File: config.mk
export PLATFORM = sky130hd
export DESIGN_NAME = dns_name_wire_encoder_flat
export DESIGN_NICKNAME = d
export VERILOG_FILES = /design/src/hw/rtl/dnsenc_pkg.sv /design/src/hw/rtl/dnsenc_stream_if.sv /design/src/hw/rtl/dns_name_wire_encoder.sv /design/src/hw/rtl/dnsenc_ram.sv /design/src/hw/rtl/dnsenc_ctrl.sv /design/src/hw/rtl/dnsenc_datapath.sv /design/src/flat_wrapper.sv
export SDC_FILE = /design/constraint.sdc
export NUM_CORES = 1
export LEC_CHECK = 0
export ABC_AREA = 1
export ABC_CLOCK_PERIOD_IN_PS = 2720
export BUFFER_PORTS_ARGS = -buffer_cell sky130_fd_sc_hd__buf_2
export CELL_PAD_IN_SITES_DETAIL_PLACEMENT = 0
export CELL_PAD_IN_SITES_GLOBAL_PLACEMENT = 2
export CORE_MARGIN = 2
export CORE_UTILIZATION = 42
export CTS_CLUSTER_SIZE = 12
export DETAILED_ROUTE_END_ITERATION = 10
export PLACE_DENSITY_LB_ADDON = 0.2
export SYNTH_ARGS = -nofsm -noshare
export SYNTH_HDL_FRONTEND = slang
export SYNTH_SLANG_ARGS = --single-unit
File: constraint.sdc
create_clock -name clk -period 2.72 [get_ports clk]
set_input_delay 0.816 -clock clk [delete_from_list [all_inputs] [get_ports clk]]
set_output_delay 0.816 -clock clk [all_outputs]
set_load 0.01 [all_outputs]
File: src/hw/rtl/dnsenc_pkg.sv
// ----------------------------------------------------------------------------
// DNS name encoder package
// Shared constants and the types used between the controller and the datapath.
// ----------------------------------------------------------------------------
package dnsenc_pkg;

    localparam int MAX_LABEL   = 63;
    localparam int LABEL_DEPTH = 63;
    localparam int LEN_W       = 6;
    localparam int ADDR_W      = 6;

    localparam logic [7:0] DOT_CHAR = 8'h2E;

    typedef enum logic [1:0] {
        ACT_NONE,
        ACT_STORE,
        ACT_SINGLE,
        ACT_FLUSH
    } dnsenc_act_t;

    typedef enum logic {
        ST_IDLE,
        ST_SEND
    } dnsenc_state_t;

    typedef struct packed {
        logic        in_valid;
        logic        out_free;
        dnsenc_act_t act;
        logic        last_byte;
    } dnsenc_status_t;

    typedef struct packed {
        logic in_ready;
        logic take;
        logic send_byte;
    } dnsenc_cmd_t;

endpackage

File: src/hw/rtl/dnsenc_stream_if.sv
// ----------------------------------------------------------------------------
// DNS name encoder stream interfaces
// Valid/ready channels for the character stream and the wire byte stream.
// ----------------------------------------------------------------------------
interface dnsenc_char_if;
    logic       valid;
    logic       ready;
    logic [7:0] ch;
    logic       end_of_name;

    modport source (output valid, output ch, output end_of_name, input ready);
    modport sink (input valid, input ch, input end_of_name, output ready);
endinterface

interface dnsenc_byte_if;
    logic       valid;
    logic       ready;
    logic [7:0] out_byte;
    logic       append_zero;
    logic       error;
    logic       last;

    modport source (output valid, output out_byte, output append_zero,
                    output error, output last, input ready);
    modport sink (input valid, input out_byte, input append_zero,
                  input error, input last, output ready);
endinterface

File: src/hw/rtl/dns_name_wire_encoder.sv
// ----------------------------------------------------------------------------
// DNS name wire encoder
// Turns a dotted name, one character per beat, into DNS wire format bytes.
// ----------------------------------------------------------------------------
// A character or end beat that produces at most one result is taken when the
// output register is free, and a new beat can be taken every cycle while the
// output register drains. A beat that closes a label of n bytes loads the
// length byte in the cycle it is taken, then one label byte per cycle, while
// the output register drains, from the label RAM read port; no character
// beat is taken until the last label byte is in the output register.
module dns_name_wire_encoder import dnsenc_pkg::*; (
    input  logic          clk,
    input  logic          rst_n,
    dnsenc_char_if.sink   chars,
    dnsenc_byte_if.source wire_bytes
);

    dnsenc_status_t status;
    dnsenc_cmd_t    cmd;

    dnsenc_ctrl u_ctrl (
        .clk    (clk),
        .rst_n  (rst_n),
        .status (status),
        .cmd    (cmd)
    );

    dnsenc_datapath u_datapath (
        .clk        (clk),
        .rst_n      (rst_n),
        .chars      (chars),
        .wire_bytes (wire_bytes),
        .cmd        (cmd),
        .status     (status)
    );

endmodule

File: src/hw/rtl/dnsenc_ram.sv
// ----------------------------------------------------------------------------
// Generic RAM
// One write port and one read port with a registered, enabled read.
// ----------------------------------------------------------------------------
module dnsenc_ram #(
    parameter int WIDTH = 8,
    parameter int DEPTH = 64
) (
    input  logic                     clk,
    input  logic                     we,
    input  logic [$clog2(DEPTH)-1:0] waddr,
    input  logic [WIDTH-1:0]         wdata,
    input  logic                     re,
    input  logic [$clog2(DEPTH)-1:0] raddr,
    output logic [WIDTH-1:0]         rdata
);

    logic [WIDTH-1:0] mem [DEPTH];
    logic [WIDTH-1:0] rdata_reg;

    always_ff @(posedge clk)
    begin
        if (we)
        begin
            mem[waddr] <= wdata;
        end
        if (re)
        begin
            rdata_reg <= mem[raddr];
        end
    end

    assign rdata = rdata_reg;

endmodule

File: src/hw/rtl/dnsenc_ctrl.sv
// ----------------------------------------------------------------------------
// DNS name encoder controller
// Decides when a character beat is taken and steps through a label flush.
// ----------------------------------------------------------------------------
module dnsenc_ctrl import dnsenc_pkg::*; (
    input  logic           clk,
    input  logic           rst_n,
    input  dnsenc_status_t status,
    output dnsenc_cmd_t    cmd
);

    dnsenc_state_t state_reg;
    dnsenc_state_t state_next;

    always_ff @(posedge clk or negedge rst_n)
    begin
        if (!rst_n)
        begin
            state_reg <= ST_IDLE;
        end
        else
        begin
            state_reg <= state_next;
        end
    end

    always_comb
    begin
        state_next    = state_reg;
        cmd.in_ready  = 1'b0;
        cmd.take      = 1'b0;
        cmd.send_byte = 1'b0;
        unique case (state_reg)
            ST_IDLE:
            begin
                cmd.in_ready = status.out_free;
                cmd.take     = status.out_free && status.in_valid;
                if (cmd.take && status.act == ACT_FLUSH)
                begin
                    state_next = ST_SEND;
                end
            end
            ST_SEND:
            begin
                cmd.send_byte = status.out_free;
                if (status.out_free && status.last_byte)
                begin
                    state_next = ST_IDLE;
                end
            end
            default:
            begin
                state_next = ST_IDLE;
            end
        endcase
    end

endmodule

File: src/hw/rtl/dnsenc_datapath.sv
// ----------------------------------------------------------------------------
// DNS name encoder datapath
// Label buffer, name state flags, flush index and the output register.
// ----------------------------------------------------------------------------
module dnsenc_datapath import dnsenc_pkg::*; (
    input  logic           clk,
    input  logic           rst_n,
    dnsenc_char_if.sink    chars,
    dnsenc_byte_if.source  wire_bytes,
    input  dnsenc_cmd_t    cmd,
    output dnsenc_status_t status
);

    logic [LEN_W-1:0]  len_reg;
    logic              at_start_reg;
    logic              skip_reg;
    logic [ADDR_W-1:0] idx_reg;
    logic              final_reg;

    logic              out_valid_reg;
    logic [7:0]        out_byte_reg;
    logic              out_az_reg;
    logic              out_err_reg;
    logic              out_last_reg;

    dnsenc_act_t       act;
    logic              single_err;
    logic              out_free;
    logic              last_byte;
    logic [LEN_W-1:0]  idx_inc;

    logic              ram_we;
    logic              ram_re;
    logic [ADDR_W-1:0] ram_raddr;
    logic [7:0]        ram_rdata;

    always_comb
    begin
        act        = ACT_NONE;
        single_err = 1'b0;
        if (chars.end_of_name)
        begin
            if (!skip_reg)
            begin
                act = (len_reg != '0) ? ACT_FLUSH : ACT_SINGLE;
            end
        end
        else if (!skip_reg)
        begin
            if (chars.ch == DOT_CHAR)
            begin
                act        = (len_reg != '0) ? ACT_FLUSH : ACT_SINGLE;
                single_err = !at_start_reg;
            end
            else if (len_reg >= LEN_W'(MAX_LABEL))
            begin
                act        = ACT_SINGLE;
                single_err = 1'b1;
            end
            else
            begin
                act = ACT_STORE;
            end
        end
    end

    assign out_free  = !out_valid_reg || wire_bytes.ready;
    assign idx_inc   = LEN_W'(idx_reg + 1'b1);
    assign last_byte = (idx_inc == len_reg);

    assign status.in_valid  = chars.valid;
    assign status.out_free  = out_free;
    assign status.act       = act;
    assign status.last_byte = last_byte;

    assign ram_we    = cmd.take && act == ACT_STORE;
    assign ram_re    = (cmd.take && act == ACT_FLUSH) || (cmd.send_byte && !last_byte);
    assign ram_raddr = cmd.send_byte ? idx_inc : '0;

    dnsenc_ram #(
        .WIDTH (8),
        .DEPTH (LABEL_DEPTH)
    ) u_label_ram (
        .clk   (clk),
        .we    (ram_we),
        .waddr (len_reg),
        .wdata (chars.ch),
        .re    (ram_re),
        .raddr (ram_raddr),
        .rdata (ram_rdata)
    );

    always_ff @(posedge clk or negedge rst_n)
    begin
        if (!rst_n)
        begin
            len_reg       <= '0;
            at_start_reg  <= 1'b1;
            skip_reg      <= 1'b0;
            out_valid_reg <= 1'b0;
        end
        else
        begin
            if (cmd.take)
            begin
                if (chars.end_of_name)
                begin
                    skip_reg     <= 1'b0;
                    at_start_reg <= 1'b1;
                    if (act != ACT_FLUSH)
                    begin
                        len_reg <= '0;
                    end
                end
                else if (!skip_reg)
                begin
                    at_start_reg <= 1'b0;
                    if (act == ACT_SINGLE)
                    begin
                        skip_reg <= 1'b1;
                    end
                    if (act == ACT_STORE)
                    begin
                        len_reg <= LEN_W'(len_reg + 1'b1);
                    end
                end
            end
            if (cmd.send_byte && last_byte)
            begin
                len_reg <= '0;
            end

            if ((cmd.take && (act == ACT_SINGLE || act == ACT_FLUSH)) || cmd.send_byte)
            begin
                out_valid_reg <= 1'b1;
            end
            else if (wire_bytes.ready)
            begin
                out_valid_reg <= 1'b0;
            end
        end
    end

    always_ff @(posedge clk)
    begin
        if (cmd.take && act == ACT_FLUSH)
        begin
            idx_reg      <= '0;
            final_reg    <= chars.end_of_name;
            out_byte_reg <= 8'(len_reg);
            out_az_reg   <= 1'b0;
            out_err_reg  <= 1'b0;
            out_last_reg <= 1'b0;
        end
        else if (cmd.take && act == ACT_SINGLE)
        begin
            out_byte_reg <= '0;
            out_az_reg   <= 1'b0;
            out_err_reg  <= single_err;
            out_last_reg <= 1'b1;
        end
        else if (cmd.send_byte)
        begin
            idx_reg      <= ADDR_W'(idx_inc);
            out_byte_reg <= ram_rdata;
            out_az_reg   <= final_reg && last_byte;
            out_err_reg  <= 1'b0;
            out_last_reg <= final_reg && last_byte;
        end
    end

    assign chars.ready            = cmd.in_ready;
    assign wire_bytes.valid       = out_valid_reg;
    assign wire_bytes.out_byte    = out_byte_reg;
    assign wire_bytes.append_zero = out_az_reg;
    assign wire_bytes.error       = out_err_reg;
    assign wire_bytes.last        = out_last_reg;

endmodule
File: src/flat_wrapper.sv
// flat-port wrapper written by rule: the top's interface ports become plain ports
module dns_name_wire_encoder_flat import dnsenc_pkg::*;
  (clk, rst_n, chars_valid, chars_ch, chars_end_of_name, chars_ready, wire_bytes_valid, wire_bytes_out_byte, wire_bytes_append_zero, wire_bytes_error, wire_bytes_last, wire_bytes_ready);
  dnsenc_char_if chars_i ();
  dnsenc_byte_if wire_bytes_i ();
  input  logic clk;
  input  logic rst_n;
  input wire logic [$bits(chars_i.valid)-1:0] chars_valid;
  input wire logic [$bits(chars_i.ch)-1:0] chars_ch;
  input wire logic [$bits(chars_i.end_of_name)-1:0] chars_end_of_name;
  output wire logic [$bits(chars_i.ready)-1:0] chars_ready;
  output wire logic [$bits(wire_bytes_i.valid)-1:0] wire_bytes_valid;
  output wire logic [$bits(wire_bytes_i.out_byte)-1:0] wire_bytes_out_byte;
  output wire logic [$bits(wire_bytes_i.append_zero)-1:0] wire_bytes_append_zero;
  output wire logic [$bits(wire_bytes_i.error)-1:0] wire_bytes_error;
  output wire logic [$bits(wire_bytes_i.last)-1:0] wire_bytes_last;
  input wire logic [$bits(wire_bytes_i.ready)-1:0] wire_bytes_ready;
  assign chars_i.valid = chars_valid;
  assign chars_i.ch = chars_ch;
  assign chars_i.end_of_name = chars_end_of_name;
  assign chars_ready = chars_i.ready;
  assign wire_bytes_valid = wire_bytes_i.valid;
  assign wire_bytes_out_byte = wire_bytes_i.out_byte;
  assign wire_bytes_append_zero = wire_bytes_i.append_zero;
  assign wire_bytes_error = wire_bytes_i.error;
  assign wire_bytes_last = wire_bytes_i.last;
  assign wire_bytes_i.ready = wire_bytes_ready;
  dns_name_wire_encoder u_core (.clk(clk), .rst_n(rst_n), .chars(chars_i), .wire_bytes(wire_bytes_i));
endmodule
Word level (Yosys, flattened, before mapping). Memory sizes are Yosys's and may differ from the RTL's. A register that Yosys moved wholly into a read port is not among the register bits. Cells that the tools add are included.

Register bits after elaboration: 28. Memory bits (writable): 504. Word-level logic and storage cells: 92. Memories kept: 1.

$add $sub $neg: 2. $lt $le $gt $ge: 1. Equal/unequal tests: 9. Muxes and demuxes: 38. Bitwise operators: 2. Reductions and logical operators: 27.

Memories: u_core.u_datapath.u_label_ram.mem (depth 63, bits a word 8, rd ports 1, clocked after memory_dff 1, wr ports 1, RTL line dnsenc_ram.sv:18) `logic [WIDTH-1:0] mem [DEPTH];`.

Operator list (count): 6-bit two-way mux (10); 1-bit two-way mux (21); 6-bit by 1-bit adder with 6-bit output, second input constant (2); 2-bit two-way mux (6); 1-bit logical AND (10); 8-bit by 6-bit == test with 1-bit output, second input constant (1); 6-bit == test (1); 6-bit greater-or-equal comparator, second input constant (1); 2-bit nonzero test (3); 3-bit nonzero test (2); 6-bit nonzero test (1); 2-bit == test, second input constant (2); 1-bit logical OR (4); 2-bit inequality test, second input constant (2); 2-bit AND reduction (2); 4-bit AND reduction (1); 1-bit logical NOT (3); 3-bit by 1-bit inequality test with 1-bit output, second input constant (1); 3-bit by 2-bit inequality test with 1-bit output, second input constant (1); 2-bit by 1-bit == test with 1-bit output, second input constant (1); 1-bit NOT (2); 1-bit case mux with 2 select lines (1); 2-bit OR reduction (1).

Longest topological paths before layout.
Depth in word-level cells: 11. Depth in mapped cells: 14. Mapped depth without buffers: 13.

Cells and area by module. A second synthesis with hierarchy kept.

Cells, all modules: 2045. Area, all modules: 22774.3 um^2.

By module, submodules not included: dnsenc_ram (times used 1, cells each 1780, area an instance 20903.8 um^2); dnsenc_datapath (times used 1, cells each 252, area an instance 1798.0 um^2); dnsenc_ctrl (times used 1, cells each 13, area an instance 72.6 um^2).

Worst setup path before layout. OpenSTA, ideal clock, no wires.

Kind: input to register. Start: input port wire_bytes_ready. End: memory u_core.u_datapath.u_label_ram.mem[48][0] (enable). Arrival: 2290 ps. Data required time: 2349 ps. Path slack: 59 ps. Cell stages on the path: 10. Cells stage by stage: inv_1 > nand2_4 > inv_1 > nor2_1 > nand2_1 > inv_1 > nand2_1 > inv_1 > nand4_1 > nor2_1.

Word-level cells in the longest chain between the ends: 6.

RTL lines: from (decl) (RTL line flat_wrapper.sv:17) `input wire logic [$bits(wire_bytes_i.ready)-1:0] wire_bytes_ready;`; 1-bit logical OR (RTL line dnsenc_datapath.sv:67) `assign out_free = !out_valid_reg || wire_bytes.ready;`; 1-bit logical AND (RTL line dnsenc_ctrl.sv:37) `cmd.take = status.out_free && status.in_valid;`; 2-bit two-way mux (RTL line dnsenc_ctrl.sv:33) `unique case (state_reg)`; 1-bit logical AND (RTL line dnsenc_datapath.sv:76) `assign ram_we = cmd.take && act == ACT_STORE;`; 1-bit two-way mux (RTL line dnsenc_ram.sv:23) `if (we)`; 1-bit two-way mux (implied by the code) (RTL line dnsenc_ram.sv:25) `mem[waddr] <= wdata;`; to (decl) (RTL line dnsenc_ram.sv:18).

No other way between the ends.

Worst setup path after layout.
Start: register u_core.u_datapath.idx_reg[0]. End: register u_core.u_datapath.u_label_ram.rdata_reg[7] (netlist: u_core.u_datapath.u_label_ram.rdata[7]) (read register of u_core.u_datapath.u_label_ram.mem), data pin.

Word-level cells in the longest chain between the ends: 5.

RTL lines: from (decl) (RTL line dnsenc_datapath.sv:17) `logic [ADDR_W-1:0] idx_reg;`; from (signal assigned) (RTL line dnsenc_datapath.sv:164) `idx_reg <= ADDR_W'(idx_inc);`; 6-bit by 1-bit adder with 6-bit output (*) (RTL line dnsenc_datapath.sv:68) `assign idx_inc = LEN_W'(idx_reg + 1'b1);`; 6-bit == test (RTL line dnsenc_datapath.sv:69) `assign last_byte = (idx_inc == len_reg);`; 1-bit logical NOT (RTL line dnsenc_datapath.sv:77) `assign ram_re = (cmd.take && act == ACT_FLUSH) || (cmd.send_byte && !last_byte);`; 1-bit logical AND (RTL line dnsenc_datapath.sv:77); 1-bit logical OR (RTL line dnsenc_datapath.sv:77); to (decl) (RTL line dnsenc_ram.sv:19) `logic [WIDTH-1:0] rdata_reg;`.

Mark *: on every way between the ends. The rest lies on a longest branch, timed or not. A chain may end at the register's enable or synchronous reset.

==> key figures <==
Outcome
  – Status: finished clean

Die
  – Die X-Extent: 244 microns
  – I/O pins: 26
  – Std-Cell Rows: 88
  – Die Area: 59700 sq um
  – Die height: 244 microns
  – Initial Util: 0.423
  – Core area: 57400 sq um

Logic synthesis
  – Yosys reg bits: 540
  – Post-Synth XOR/XNOR Area: 0.00382
  – YS warnings: 0
  – Post-synthesis adder-cell area fraction: 0.00155
  – Number of synthesized flops with an enable pin: 519
  – Synth Instances: 2436
  – Post-synth top flop: edfxtp_1
  – Most frequent cell after synthesis: nand2_1
  – Top cells by area, synth: edfxtp_1 64%, nand2_1 8.4%, nand3_1 6.6%
  – Synth Cell Area: 24200 sq um
  – Register area share after synthesis: 0.662
  – Cell taking the most area after synthesis: edfxtp_1
  – Synth async-reset ratio: 0.0185
  – Post-synthesis simple-gate area fraction: 0.233
  – Synth top area share: 0.643
  – Post-Syn Nets: 2452
  – Avg Cell Area, Syn: 9.95 sq um
  – Number of distinct library cells after synthesis: 35
  – Largest family of logic cells by synthesized area: simple AND/OR/NAND/NOR gates
  – Post-synthesis compound-gate area fraction: 0.0136
  – Mux cell area share after synthesis: 0
  – Synth top cells by count: 540 x nand2_1, 519 x edfxtp_1, 375 x inv_1

CTS
  – CTS Buffer Depth: 3
  – CTS Hold Bufs: 0
  – Setup Buffers After CTS: 0
  – CTS H-Tree Depth: 2
  – CTS tree: yes
  – Sink Count: 540
  – CTS Buf Count: 57
  – CTS-repair resized insts: 0
  – Clock latency on the worst-skew pair: 640 ps
  – CTS root buf: clkbuf_16
  – Clk slew on worst S/H paths: 60 ps

Placed design
  – GP Congestion: 0.850
  – PortBufs: 25
  – Dpl cell area: 26400 sq um
  – Dpl hpwl: 43100 microns

STA
  – Fin. max-slew vios: 0
  – Final setup vio count: 0
  – Slew @ Worst Pin: 977 ps
  – RSZ-0062 raised after global routing: no
  – Setup_tns: 0 ps
  – Min cycle time layout: 2590 ps
  – Final Hold Fails: 0
  – Final Cycle Share: 0.952
  – Final setup skew: 23.4 ps
  – Normalized max-slew margin: 0.348
  – Peak Freq: 386 MHz

Setup path
  – WS Path Type: flip-flop to flip-flop
  – Buf/Inv on CP: 4
  – Worst Path Max Fanout: 74
  – Worst path arrival time: 2960 ps
  – Slowest CP cell: buf_12
  – Worst EP required: 3090 ps
  – Slowest stage delay, CP: 360 ps
  – Most used cell, CP: nand2_1
  – Crit path cell chain: buf_4 -> inv_4 -> nand3_4 -> buf_12 -> buf_4 -> nand2_1 -> nand3_1 -> nand3_1 -> nand3_1 -> nand2_1 -> nand2_1 -> nand2_1 -> nand2_1 -> nand2_1
  – Kind of cell adding the most delay to the critical path: simple AND/OR/NAND/NOR gates
  – Worst Setup Start Kind: flip-flop
  – CP endpoint kind: flip-flop

Global routing
  – Vias in the first global route: 16600
  – Pin count of the biggest net entering global routing: 101
  – Grt peak-use layer: met2
  – Initial antenna violation count: 0
  – First-pass GRT wire length: 105000 microns
  – Met3 usage: 0.0281
  – GR Util met1: 0.334
  – Met2 Resource Use GR: 0.387
  – GRT Util Overall: 0.237
  – Congestion Overflow GR: 0

Cells and area
  – Total Nets Final: 2584
  – Area Overhead vs Synth: 16.1%
  – Max reg flops: 504
  – Final instance area: 28200 sq um
  – Share of cells above drive strength 1: 0.115

Hold path
  – Hold crit path type: input pin to asynchronous set/reset pin

Detailed routing
  – Pre-antenna DRT Iters: 7
  – Residual DRC: 0
  – Final wirelength: 70300 microns
  – Vias per cell: 5.11
  – Starting DRT DRC Count: 1325
  – Final antenna-violating net count: 0
  – DR vias: 17300
  – DR WL/cell: 20.8 microns

Pwr
  – Pleak: 12.0 nW
  – Peak VDD IR: 0.000616 V
  – P per Cell Area: 954 nW/um^2

Job
  – Max Cap Viol: 0
[worst reg2reg max path, delay by kind of cell, from the launching register on]
family | cells | cell delay, ps
flops | 1 | 340
simple gates | 10 | 1030
buf+inv | 4 | 980
[logic make-up after synthesis]
kind of cell    after synthesis
simple gates               1304
xor+xnor                      9
fa+ha+maj                     3
buf+inv                     519
compound gates               61
flops                       540
[placed cells by master (no fill, tap or decap), types with 5 or more instances in the layout]
master	instances
nand2_1	540
xor2_1	7
clkbuf_16	57
dfxtp_1	10
o21ai_1	8
o21ai_0	29
buf_2	25
clkbuf_1	13
a21oi_1	15
clkinv_1	18
o211ai_1	7
nor2_1	315
inv_1	375
buf_12	26
buf_4	158
nand3_1	320
clkinv_2	6
inv_2	5
edfxtp_1	519
dfrtp_1	8
nand4_1	117
[metrics by stage]
stage	total power [W]	cells	utilization	hold WS, ps	setup WS, ps
global route	0.0283	3376	0.491	54.0	0.158
finish	0.0269	3377	0.491	68.2	131
detailed placement	0.0197	3274	0.460	457	-353
CTS	0.0270	3376	0.491	29.0	98.4
floorplan	0.0154	2436	-	472	59.2
global placement	0.0197	3274	0.460	463	-396
[path summary, 6_finish.rpt]
path / slack, ps / to / start / cells past startpoint
max: 130 / u_core.u_datapath.u_label_ram.rdata[7] / u_core.u_datapath.idx_reg[0] / 14
min: 70 / u_core.u_datapath.skip_reg / rst_n / 1
max reg2reg: 130 / u_core.u_datapath.u_label_ram.rdata[7] / u_core.u_datapath.idx_reg[0] / 14
min reg2reg: 460 / u_core.u_datapath.wire_bytes.out_byte[6] / u_core.u_datapath.wire_bytes.out_byte[6] / 2
max in group asynchronous: 2380 / u_core.u_datapath.at_start_reg / rst_n / 1
min in group clk: 460 / u_core.u_datapath.wire_bytes.out_byte[6] / u_core.u_datapath.wire_bytes.out_byte[6] / 2
[power breakdown]
| part | leakage (nW) | internal, W | switching [W] | total [W] |
|---|---|---|---|---|
| clock network | 0.849 | 0.00419 | 0.00314 | 0.00733 |
| registers | 4.89 | 0.00951 | 0.000180 | 0.00969 |
| logic | 6.27 | 0.00299 | 0.00685 | 0.00984 |
| total | 12.0 | 0.0167 | 0.0102 | 0.0269 |
[cell type report]
cell class / count / area, sq um
antenna: 1 / 2.50
clock buffer: 73 / 1520
clock inverter: 29 / 229
fill: 5360 / 29200
inverter: 383 / 1440
multi-input combinational: 1377 / 6120
sequential: 540 / 16100
tap: 765 / 957
timing repair buffer: 209 / 1830
[metal layers]
layer | share of wire | routed length (microns) | vias to the layer above
met1 | 0.46 | 32000 | 8408
met4 | 0.025 | 1780 | 0
li1 | - | - | 8297
met3 | 0.052 | 3670 | 95
met2 | 0.47 | 32900 | 455
met5 | 0 | 0 | -
No activity file was read; power rests on OpenSTA's default activity.
